File: src/hdl/khsl_pkg.sv
// Shared types, constants and control codes for the keyed history sparkline block.
// Used by khsl_front, khsl_fifo, khsl_back and the top level.
package khsl_pkg;

    localparam int DEF_CHANNEL_SLOTS = 8;
    localparam int DEF_HISTORY_DEPTH = 32;
    localparam int KEY_REGS          = 8;
    localparam int KEY_W             = 49;
    localparam int CFG_IDX_W         = 4;
    localparam int SLOT_W            = 3;
    localparam int SAMPLE_W          = 32;
    localparam int LEVEL_W           = 3;
    localparam logic [LEVEL_W-1:0] LEVEL_FLAT = 3'd3;
    localparam logic [LEVEL_W-1:0] LEVEL_MAX  = 3'd7;

    typedef enum logic [1:0] {
        OP_RECORD = 2'd0,
        OP_RENDER = 2'd1,
        OP_CLEAR  = 2'd2,
        OP_NONE   = 2'd3
    } t_op;

    typedef struct packed {
        t_op                       op;
        logic [SLOT_W-1:0]         slot;
        logic signed [SAMPLE_W-1:0] sample;
    } t_cmd;

    typedef enum logic [2:0] {
        S_IDLE,
        S_MM_RD,
        S_MM_UP,
        S_LV_RD,
        S_LV_SET,
        S_LV_STEP,
        S_OUT
    } t_state;

endpackage

File: src/hdl/khsl_fifo.sv
// Two-entry request queue between the front and back ends.
// Depends on khsl_pkg for the request type.
module khsl_fifo import khsl_pkg::*; (
    input  logic i_clk,
    input  logic i_rst_n,
    input  logic i_push,
    input  t_cmd i_cmd,
    input  logic i_pop,
    output t_cmd o_cmd,
    output logic o_full,
    output logic o_empty
);

    t_cmd       r_mem [2];
    logic       r_wr;
    logic       r_rd;
    logic [1:0] r_cnt;

    assign o_cmd   = r_mem[r_rd];
    assign o_full  = (r_cnt == 2'd2);
    assign o_empty = (r_cnt == 2'd0);

    always_ff @(posedge i_clk) begin
        if (i_push) r_mem[r_wr] <= i_cmd;
    end

    always_ff @(posedge i_clk) begin
        if (!i_rst_n) begin
            r_wr  <= 1'b0;
            r_rd  <= 1'b0;
            r_cnt <= 2'd0;
        end else begin
            if (i_push) r_wr <= !r_wr;
            if (i_pop)  r_rd <= !r_rd;
            r_cnt <= r_cnt + 2'(i_push) - 2'(i_pop);
        end
    end

endmodule

File: config.mk
export PLATFORM = sky130hd
export DESIGN_NAME = khsl_fifo
export DESIGN_NICKNAME = d
export VERILOG_FILES = /design/src/hdl/khsl_pkg.sv /design/src/hdl/khsl_fifo.sv
export SDC_FILE = /design/constraint.sdc
export NUM_CORES = 1
export LEC_CHECK = 0
export ABC_CLOCK_PERIOD_IN_PS = 4500
export BUFFER_PORTS_ARGS = -buffer_cell sky130_fd_sc_hd__buf_4
export CELL_PAD_IN_SITES_DETAIL_PLACEMENT = 0
export CELL_PAD_IN_SITES_GLOBAL_PLACEMENT = 1
export CORE_MARGIN = 2
export CORE_UTILIZATION = 47
export CTS_CLUSTER_SIZE = 20
export DETAILED_ROUTE_END_ITERATION = 6
export GPL_TIMING_DRIVEN = 0
export PLACE_DENSITY = 0.86
export SETUP_SLACK_MARGIN = 0.05
export SLEW_MARGIN = 30
export SYNTH_ARGS = -nofsm -noshare
export SYNTH_HDL_FRONTEND = slang
export SYNTH_SLANG_ARGS = --single-unit
export TNS_END_PERCENT = 50
File: constraint.sdc
create_clock -name i_clk -period 4.5 [get_ports i_clk]
set_clock_uncertainty 0.1 [all_clocks]
set_input_delay 0.45 -clock i_clk [delete_from_list [all_inputs] [get_ports i_clk]]
set_output_delay 0.45 -clock i_clk [all_outputs]
set_load 0.02 [all_outputs]
==> impl_metrics.toml <==
[global_routing]
grt_pass1_vias = 1533
antenna_found_initial = 0
grt-ovfl-total = 0
grt_pass1_wl_mm = 7.39
grt_max_degree = 21
track_usage = 0.142

[place]
dp_hpwl_mm = 3.36
gp_congestion = 0.639
place_inst = 294
place_ws_ns = 2.70
port_buffers = 79

[logic_synthesis]
yosysTopAreaCell = "edfxtp_1"
ys_warn_count = 0
seq_area_frac_synth = 0.762
netlist_top_cells_area = "edfxtp_1 73%, mux2_4 15%, dfxtp_1 3.3%"
synth_cell_types = 14
ys_seq_elements = 79
yosysTopAreaCellShare = 0.729
syn_nets = 179
syn_area_um2 = 3050
syn_inst = 136
syn_avg_cell_area_um2 = 22.4

[job]
cap_viol_max_count = 0

[cells_and_area]
utilization = 0.636
layout.cells.non_filler = 310
area_delta_synth_final_pct = 31.7
layout_commonest_cell = "buf_4"
drive_gt1_frac = 0.592
final_cell_mix = "79 x buf_4, 74 x edfxtp_1, 30 x mux2_4"
nNetsFinal = 271
diodes = 0

[clock_tree]
cts-htree-levels = 3
path_clk_slew_ns = 0.08
clk_path_buf_depth = 2
cts_made_buffers = 9
cts_resized = 0
root_buffer = "clkbuf_8"
ctsHoldBuffers = 0
clock-sinks = 79
cts_tree = "yes"
clkLatencyLatePin_ns = 0.33
cts_setup_buffers = 0

[timing]
setup_ws_ns = 2.50
timing.fmax_mhz = 499
rsz0062_at_grt = "no"
fin_tns_setup_ns = 0
slew_violations = 0
tightest_slew_ns = 0.636
fin_crit_sh = 0.445
final_hold_viol_count = 0
setup-violations-final = 0
slew_headroom = 0.575
period_minus_slack_ns = 2.00

[floorplan]
ios = 80
core_area_um2 = 6310
fp.dieW_um = 84.5
dieArea_um2 = 7150
start_util = 0.483
rows = 29
fp.dieH_um = 84.5

[worst_hold_path]
hp-class = "input pin to register"

[routing]
vias = 1464
wl_per_cell_um = 15.5
drt_iter0_drc = 57
drcViolationCount = 0
drtAntennaViolNets = 0
vias_per_cell = 4.72
drt-total-wl_mm = 4.81
dr.pass1.iters = 4

[setup_path]
end_kind = "output pin"
cp-start-kind = "register"
crit_type = "register to output pin"
cp.arrival_ns = 1.45
rrSetupSlack_ns = 2.96
cp_max_fo = 10
crit_required_ns = 3.95

[power_and_ir_drop]
cellPowerDensity_nw_per_um2 = 420
power.leakage_uw = 0.00160
irDropWorstVdd_uv = 295
p_total_uw = 1690

[run_status]
status = "completed"
flip-flops by register name, summed over array words and instances (netlist names), named ones only:
signal and count:
r_mem 74, r_cnt 2, r_rd 1, r_wr 1
where the power goes:
part / leakage [uW] / total [uW] / internal [uW] / switching [uW]
registers: 0.000736 / 861 / 848 / 12.7
logic: 0.000759 / 279 / 152 / 127
clock network: 0.000100 / 547 / 307 / 240
total: 0.00160 / 1690 / 1310 / 379
area by class of cell:
type	instances	area [um^2]
flip-flops and latches	79	2320
fillers	484	2300
multi-input cells	51	656
repair buffers	81	648
clock buffers	9	124
well taps	77	96.3
clock inverters	7	87.6
plain buffers	4	71.3
inverters	2	7.51
cell usage after synthesis:
master,count
xnor3_1,1
buf_6,1
nor2b_1,4
xor2_1,1
dfxtp_1,5
nor2_1,1
mux2_4,30
mux2_2,7
and2_1,4
edfxtp_1,74
buf_12,3
inv_1,2
o21a_1,1
ha_1,2
routing by layer:
metal  vias to the layer above  global-route usage  wire (um)
met2                        48               0.243       2520
met1                       699               0.158       1910
met3                         9              0.0413        259
met4                         0              0.0794        124
met5                         -                   0          0
li1                        708                   -          -
metrics by stage:
stage          hold WS [ns]  instance area (um^2)
4_1_cts               0.178                  4010
2_1_floorplan         0.449                  3050
3_5_place_dp          0.469                  3800
6_report              0.193                  4010
5_1_grt               0.176                  4010
3_3_place_gp          0.467                  3740
cell families after synthesis:
kind of cell             synth area share
adder cells (fa/ha/maj)           0.00821
flip-flops                          0.762
AND/OR/NAND/NOR                    0.0176
buffers and inverters              0.0259
XOR/XNOR                           0.0103
multiplexers                        0.174
AO/OA/AOI/OAI                     0.00246
worst max-delay path, stage by stage (launching register included):
cell	delay, ns
dfxtp_1	0.32
buf_6	0.18
buf_12	0.16
mux2_4	0.30
buf_4	0.16
path summary, 6_finish.rpt:
kind / from / endpoint / depth (start not counted)
max reg2reg: r_wr$_SDFFE_PN0P_ / r_mem[1][1]$_DFFE_PP_ / 2
min reg2reg: r_rd$_SDFFE_PN0P_ / register / 2
max: register / o_cmd[30] / 4
min: i_cmd[34] / r_mem[0][34]$_DFFE_PP_ / 1
Note: power is estimated with default switching activity, not from simulation.
