[src/hdl/khsl_pkg.sv]
// Shared types, constants and control codes for the keyed history sparkline block.
// Used by khsl_front, khsl_fifo, khsl_back and the top level.
package khsl_pkg;

    localparam int DEF_CHANNEL_SLOTS = 8;
    localparam int DEF_HISTORY_DEPTH = 32;
    localparam int KEY_REGS          = 8;
    localparam int KEY_W             = 49;
    localparam int CFG_IDX_W         = 4;
    localparam int SLOT_W            = 3;
    localparam int SAMPLE_W          = 32;
    localparam int LEVEL_W           = 3;
    localparam logic [LEVEL_W-1:0] LEVEL_FLAT = 3'd3;
    localparam logic [LEVEL_W-1:0] LEVEL_MAX  = 3'd7;

    typedef enum logic [1:0] {
        OP_RECORD = 2'd0,
        OP_RENDER = 2'd1,
        OP_CLEAR  = 2'd2,
        OP_NONE   = 2'd3
    } t_op;

    typedef struct packed {
        t_op                       op;
        logic [SLOT_W-1:0]         slot;
        logic signed [SAMPLE_W-1:0] sample;
    } t_cmd;

    typedef enum logic [2:0] {
        S_IDLE,
        S_MM_RD,
        S_MM_UP,
        S_LV_RD,
        S_LV_SET,
        S_LV_STEP,
        S_OUT
    } t_state;

endpackage

[src/hdl/khsl_front.sv]
// Front end: key registers, key match and request classification.
// Depends on khsl_pkg; pushes matched requests and all clear requests into khsl_fifo.
module khsl_front import khsl_pkg::*; #(
    parameter int CHANNEL_SLOTS = DEF_CHANNEL_SLOTS
) (
    input  logic                       i_clk,
    input  logic                       i_rst_n,
    input  logic                       i_cfg_we,
    input  logic [CFG_IDX_W-1:0]       i_cfg_index,
    input  logic [KEY_W-1:0]           i_cfg_data,
    output logic                       o_cfg_clear,
    input  logic                       i_valid,
    output logic                       o_stall,
    input  logic [1:0]                 i_opcode,
    input  logic [7:0]                 i_key_protocol,
    input  logic [7:0]                 i_key_module,
    input  logic [31:0]                i_key_identifier,
    input  logic signed [SAMPLE_W-1:0] i_sample_value,
    input  logic                       i_full,
    output logic                       o_push,
    output t_cmd                       o_cmd
);

    logic [KEY_W-1:0] r_key [KEY_REGS];
    logic [47:0]      key;
    logic             hit;
    logic [SLOT_W-1:0] hit_slot;
    t_op              op;

    assign o_cfg_clear = i_cfg_we && (i_cfg_index < CFG_IDX_W'(KEY_REGS));

    always_ff @(posedge i_clk) begin
        if (!i_rst_n) begin
            for (int k = 0; k < KEY_REGS; k++) r_key[k] <= '0;
        end else if (o_cfg_clear) begin
            r_key[i_cfg_index[SLOT_W-1:0]] <= i_cfg_data;
        end
    end

    assign key = {i_key_protocol, i_key_module, i_key_identifier};
    assign op  = t_op'(i_opcode);

    always_comb begin
        hit      = 1'b0;
        hit_slot = '0;
        for (int s = CHANNEL_SLOTS - 1; s >= 0; s--) begin
            if (r_key[s][KEY_W-1] && r_key[s][KEY_W-2:0] == key) begin
                hit      = 1'b1;
                hit_slot = SLOT_W'(s);
            end
        end
    end

    assign o_stall = i_full;

    always_comb begin
        o_cmd.op     = op;
        o_cmd.slot   = hit_slot;
        o_cmd.sample = i_sample_value;
        unique case (op)
            OP_RECORD, OP_RENDER: o_push = i_valid && !i_full && hit;
            OP_CLEAR:             o_push = i_valid && !i_full;
            default:              o_push = 1'b0;
        endcase
    end

endmodule

[config.mk]
export PLATFORM = sky130hd
export DESIGN_NAME = khsl_front
export DESIGN_NICKNAME = d
export VERILOG_FILES = /design/src/hdl/khsl_pkg.sv /design/src/hdl/khsl_front.sv
export SDC_FILE = /design/constraint.sdc
export NUM_CORES = 1
export LEC_CHECK = 0
export BUFFER_PORTS_ARGS = -buffer_cell sky130_fd_sc_hd__buf_2
export CORE_MARGIN = 1.5
export CORE_UTILIZATION = 35
export DETAILED_ROUTE_END_ITERATION = 10
export GPL_TIMING_DRIVEN = 0
export PLACE_DENSITY = 0.56
export SYNTH_ARGS = -nofsm -noshare
export SYNTH_HDL_FRONTEND = slang
export SYNTH_SLANG_ARGS = --single-unit
export TNS_END_PERCENT = 10
[constraint.sdc]
create_clock -name i_clk -period 6.8 [get_ports i_clk]
set_input_delay 1.36 -clock i_clk [delete_from_list [all_inputs] [get_ports i_clk]]
set_output_delay 1.36 -clock i_clk [all_outputs]
set_load 0.1 [all_outputs]
==> reports/results.env <==
CORE-AREA_UM2=54900
CLOCKROOTBUFFER='clkbuf_16'
MAX_FFS_PER_REGISTER=392
CP.REQUIRED_NS=5.44
LAYOUT_TOP_REGISTERS='r_key: 392 flops'
AVGVIACOUNTPERCELL=5.35
CLOCK_POWER_SHARE=0.384
MIN_PERIOD_OVER_PERIOD=0.992
MAX_FLOP_REGISTER='r_key'
SEQUENTIALPOWERSHARE=0.495
NUMBER_OF_HOLD_REPAIR_BUFFERS_ADDED_AT_THE_CTS_STAGE=0
TOTAL_PLACED_CELLS_INCLUDING_TAP_CELLS=2316
CRIT_PATH_START_KIND='input port'
FIRST_GLOBAL_VIAS=12200
CLK_PATH_BUF_DEPTH=3
WORST_HOLD_SLACK_NS=1.20
YOSYS.AREA.TOP_TYPE='edfxtp_1'
FMAX_MHz=148
FINAL.FILL_COUNT=5229
YS_FF_LATCH=392
DRT_PRE_ANTENNA_ITERS=5
REMAINING_DRC_ERRORS=0
P_SW_FRAC=0.271
GLOBALROUTEOVERFLOWTOTAL=0
SETUP_TOTAL_NEGATIVE_SLACK_NS=0
CP_MAX_FO=8
SYNTH_SEQUENTIAL_AREA_RATIO=0.607
WL_PER_CELL_UM=31.6
INITIAL_ANTENNA_VIOLATION_COUNT=15
CRITPATHARRIVALTIME_NS=5.39
SETUP_VIOL=0
GLOBALROUTETOTALUTIL=0.266
SYNTH_CELLS=1501
DIE_X_UM=238
GRT_PASS1_WL_MM=101
POWER_LEAKAGE_nW=8.07
VDD_DROP_MAX_uV=154
FINAL_WEIGHTED_CONGESTION_IN_ROUTABILITY_DRIVEN_PLACEMENT=0.973
SYNTH.LIB_CELLS_USED.DISTINCT=46
LARGEST_NET_DEGREE_AT_THE_START_OF_GLOBAL_ROUTING=50
FINAL_CORE_UTILIZATION=0.408
CTS_TREE='done'
POSTPLACECELLAREA_UM2=21100
START_UTIL=0.353
SYNTHESIS.AREA_PER_INSTANCE_UM2=12.9
CLK_TRANSITION_REPORTED_PATHS_NS=0.06
DIE_FOOTPRINT_UM2=56800
CTS_MADE_BUFFERS=43
WORST_SETUP_PATH_END_KIND='output port'
CLOCK_SINK_COUNT=392
DESIGN.PORTCOUNT=180
UNREPAIRED_SETUP_ENDPOINTS_AFTER_GLOBAL_ROUTING='false'
FINAL-INSTANCE-COUNT-EXCL-FILL=2392
NNETSFINAL=1797
WIRELENGTH_MM=75.7
DRT.ANTENNA.VIOLATING_NETS=0
SYNTH_FP_NETS=1641
NUM_VIAS=12800
HP_CLASS='input port to flip-flop'
INTERNAL_POWER_mW=4.21
SYNTH.YOSYS.WARNINGS=0
TRANSITION_AT_THE_PIN_WITH_THE_SMALLEST_MAX_TRANSITION_SLACK_NS=1.43
TOTALPOWERFINAL_mW=5.78
OUTCOME='completed'
COMBPWRFRAC=0.121
POWER.SWITCHING_mW=1.56
DPL_WORST_SLACK_NS=0.0369
POST-ROUTE-WORST-SETUP-SLACK_NS=0.0547
REPORT.FINAL.SLEW_VIOL_COUNT=0
POSTCTSSETUPREPAIRBUFS=0
NUMBER_OF_DRC_MARKERS_IN_ITERATION_0=1687
FINAL_CELL_AREA_UM2=22400
MAXCAPVIOLATIONS=0
DIE_HEIGHT_UM=238
HPWLAFTERDP_MM=52.7
PERIOD_NEEDED_NS=6.75
SYNTH.TOP_CELL.AREA_SHARE=0.607
PLACEMENT_ROWS=86
FINAL_LAYOUT_SIZE_SUFFIX_GT1_FRAC=0.141
LAYOUT.CELLS.MOST_COMMON_LIST='and2_1 (392), edfxtp_1 (392), xor2_1 (257)'
MAX_SLEW_MARGIN=0.0350
POWER_PER_CELL_AREA_nW_PER_UM2=258
REPORT.FINAL.HOLD_VIOL_COUNT=0
SYN-CELL-AREA_UM2=19400
CRITICALPATHCATEGORY='input port to output port'
CTS-HTREE-LEVELS=2
SYNTH.AREA.TOP_CELLS='edfxtp_1 (61%), and2_1 (13%), xor2_1 (12%)'
AREA_GROWTH_SYN_TO_LAYOUT_PCT=15.6
PORT_BUFFERS=99
[cells in the mapped netlist (all sizes together)]
master and instances:
a2111o 2, a2111oi 1, a21boi 2, a21oi 4, a221oi 3, a222oi 3, a22o 5, and2 392
and2b 1, and4 1, buf 49, clkbuf 75, edfxtp 392, inv 30, nand2 7, nand2b 11
nand3 10, nand3b 1, nand4 33, nand4b 1, nor2 10, nor2b 6, nor3 12, nor4 68
o2111ai 1, o211ai 2, o21ai 10, o21ba 1, o221ai 5, o22ai 7, o2bb2ai 2, o311ai 1
o41ai 1, or3 1, or4 4, xnor2 90, xor2 257
[area by class of cell]
cell class                 count  area (µm²)  area share
clock buffer                  55        1140      0.0510
timing repair buffer         111         758      0.0338
inverter                      30         113     0.00502
sequential                   392       11800       0.525
clock inverter                19         124     0.00553
multi-input combinational    955        6990       0.312
antenna                        2        5.00    0.000223
buffer                       124         633      0.0282
tap                          704         881      0.0393
[logic make-up (layout without fill, tap and decap cells)]
family | count (synthesis) | count (layout) | synth area share
AND/OR/NAND/NOR | 558 | 558 | 0.179
flip-flops | 392 | 392 | 0.607
XOR/XNOR | 347 | 347 | 0.157
buffers and inverters | 154 | 339 | 0.0381
AO/OA/AOI/OAI | 50 | 50 | 0.0195
other | 0 | 2 | 0
[power by group through the flow]
stage / sequential [mW] / combinational [mW] / clock, mW
global route: 2.87 / 0.721 / 2.30
finish: 2.86 / 0.697 / 2.22
detailed placement: 2.91 / 0.688 / 0
floorplan: 2.91 / 0.384 / 0
global placement: 2.93 / 0.660 / 0
CTS: 2.86 / 0.691 / 2.22
[what timing repair did]
action,4_1_cts,5_1_grt
gates resized for setup,0,5
hold endpoints to repair,0,0
setup endpoints to repair,0,1
[per-layer routing]
metal	routed length, µm	vias to the layer above	share of wire	global-route usage
met3	6280	119	0.083	0.0378
met2	35500	687	0.47	0.432
met4	3180	2	0.042	0.108
li1	-	5454	-	-
met1	30700	6532	0.41	0.358
met5	10	-	0.00013	0
[path summary, 6_finish.rpt]
kind	start	end	slack [ns]	cells after the start
worst min-delay path	i_cfg_data[29]	r_key[0][29]$_SDFFCE_PN0P_	1.20	2
worst max-delay path	i_key_identifier[9]	o_cmd[32]	0.05	10
[worst max-delay path: stages]
cell and delay (ns):
clkdlybuf4s15_1 0.76, xor2_1 0.38, nor4_2 0.60, nand4_1 0.22, nor3_1 0.64, o311ai_1 0.21
a21oi_1 0.22, o21ai_1 0.08, a21boi_1 0.39, buf_2 0.52
(Power assumes the default switching activity.)
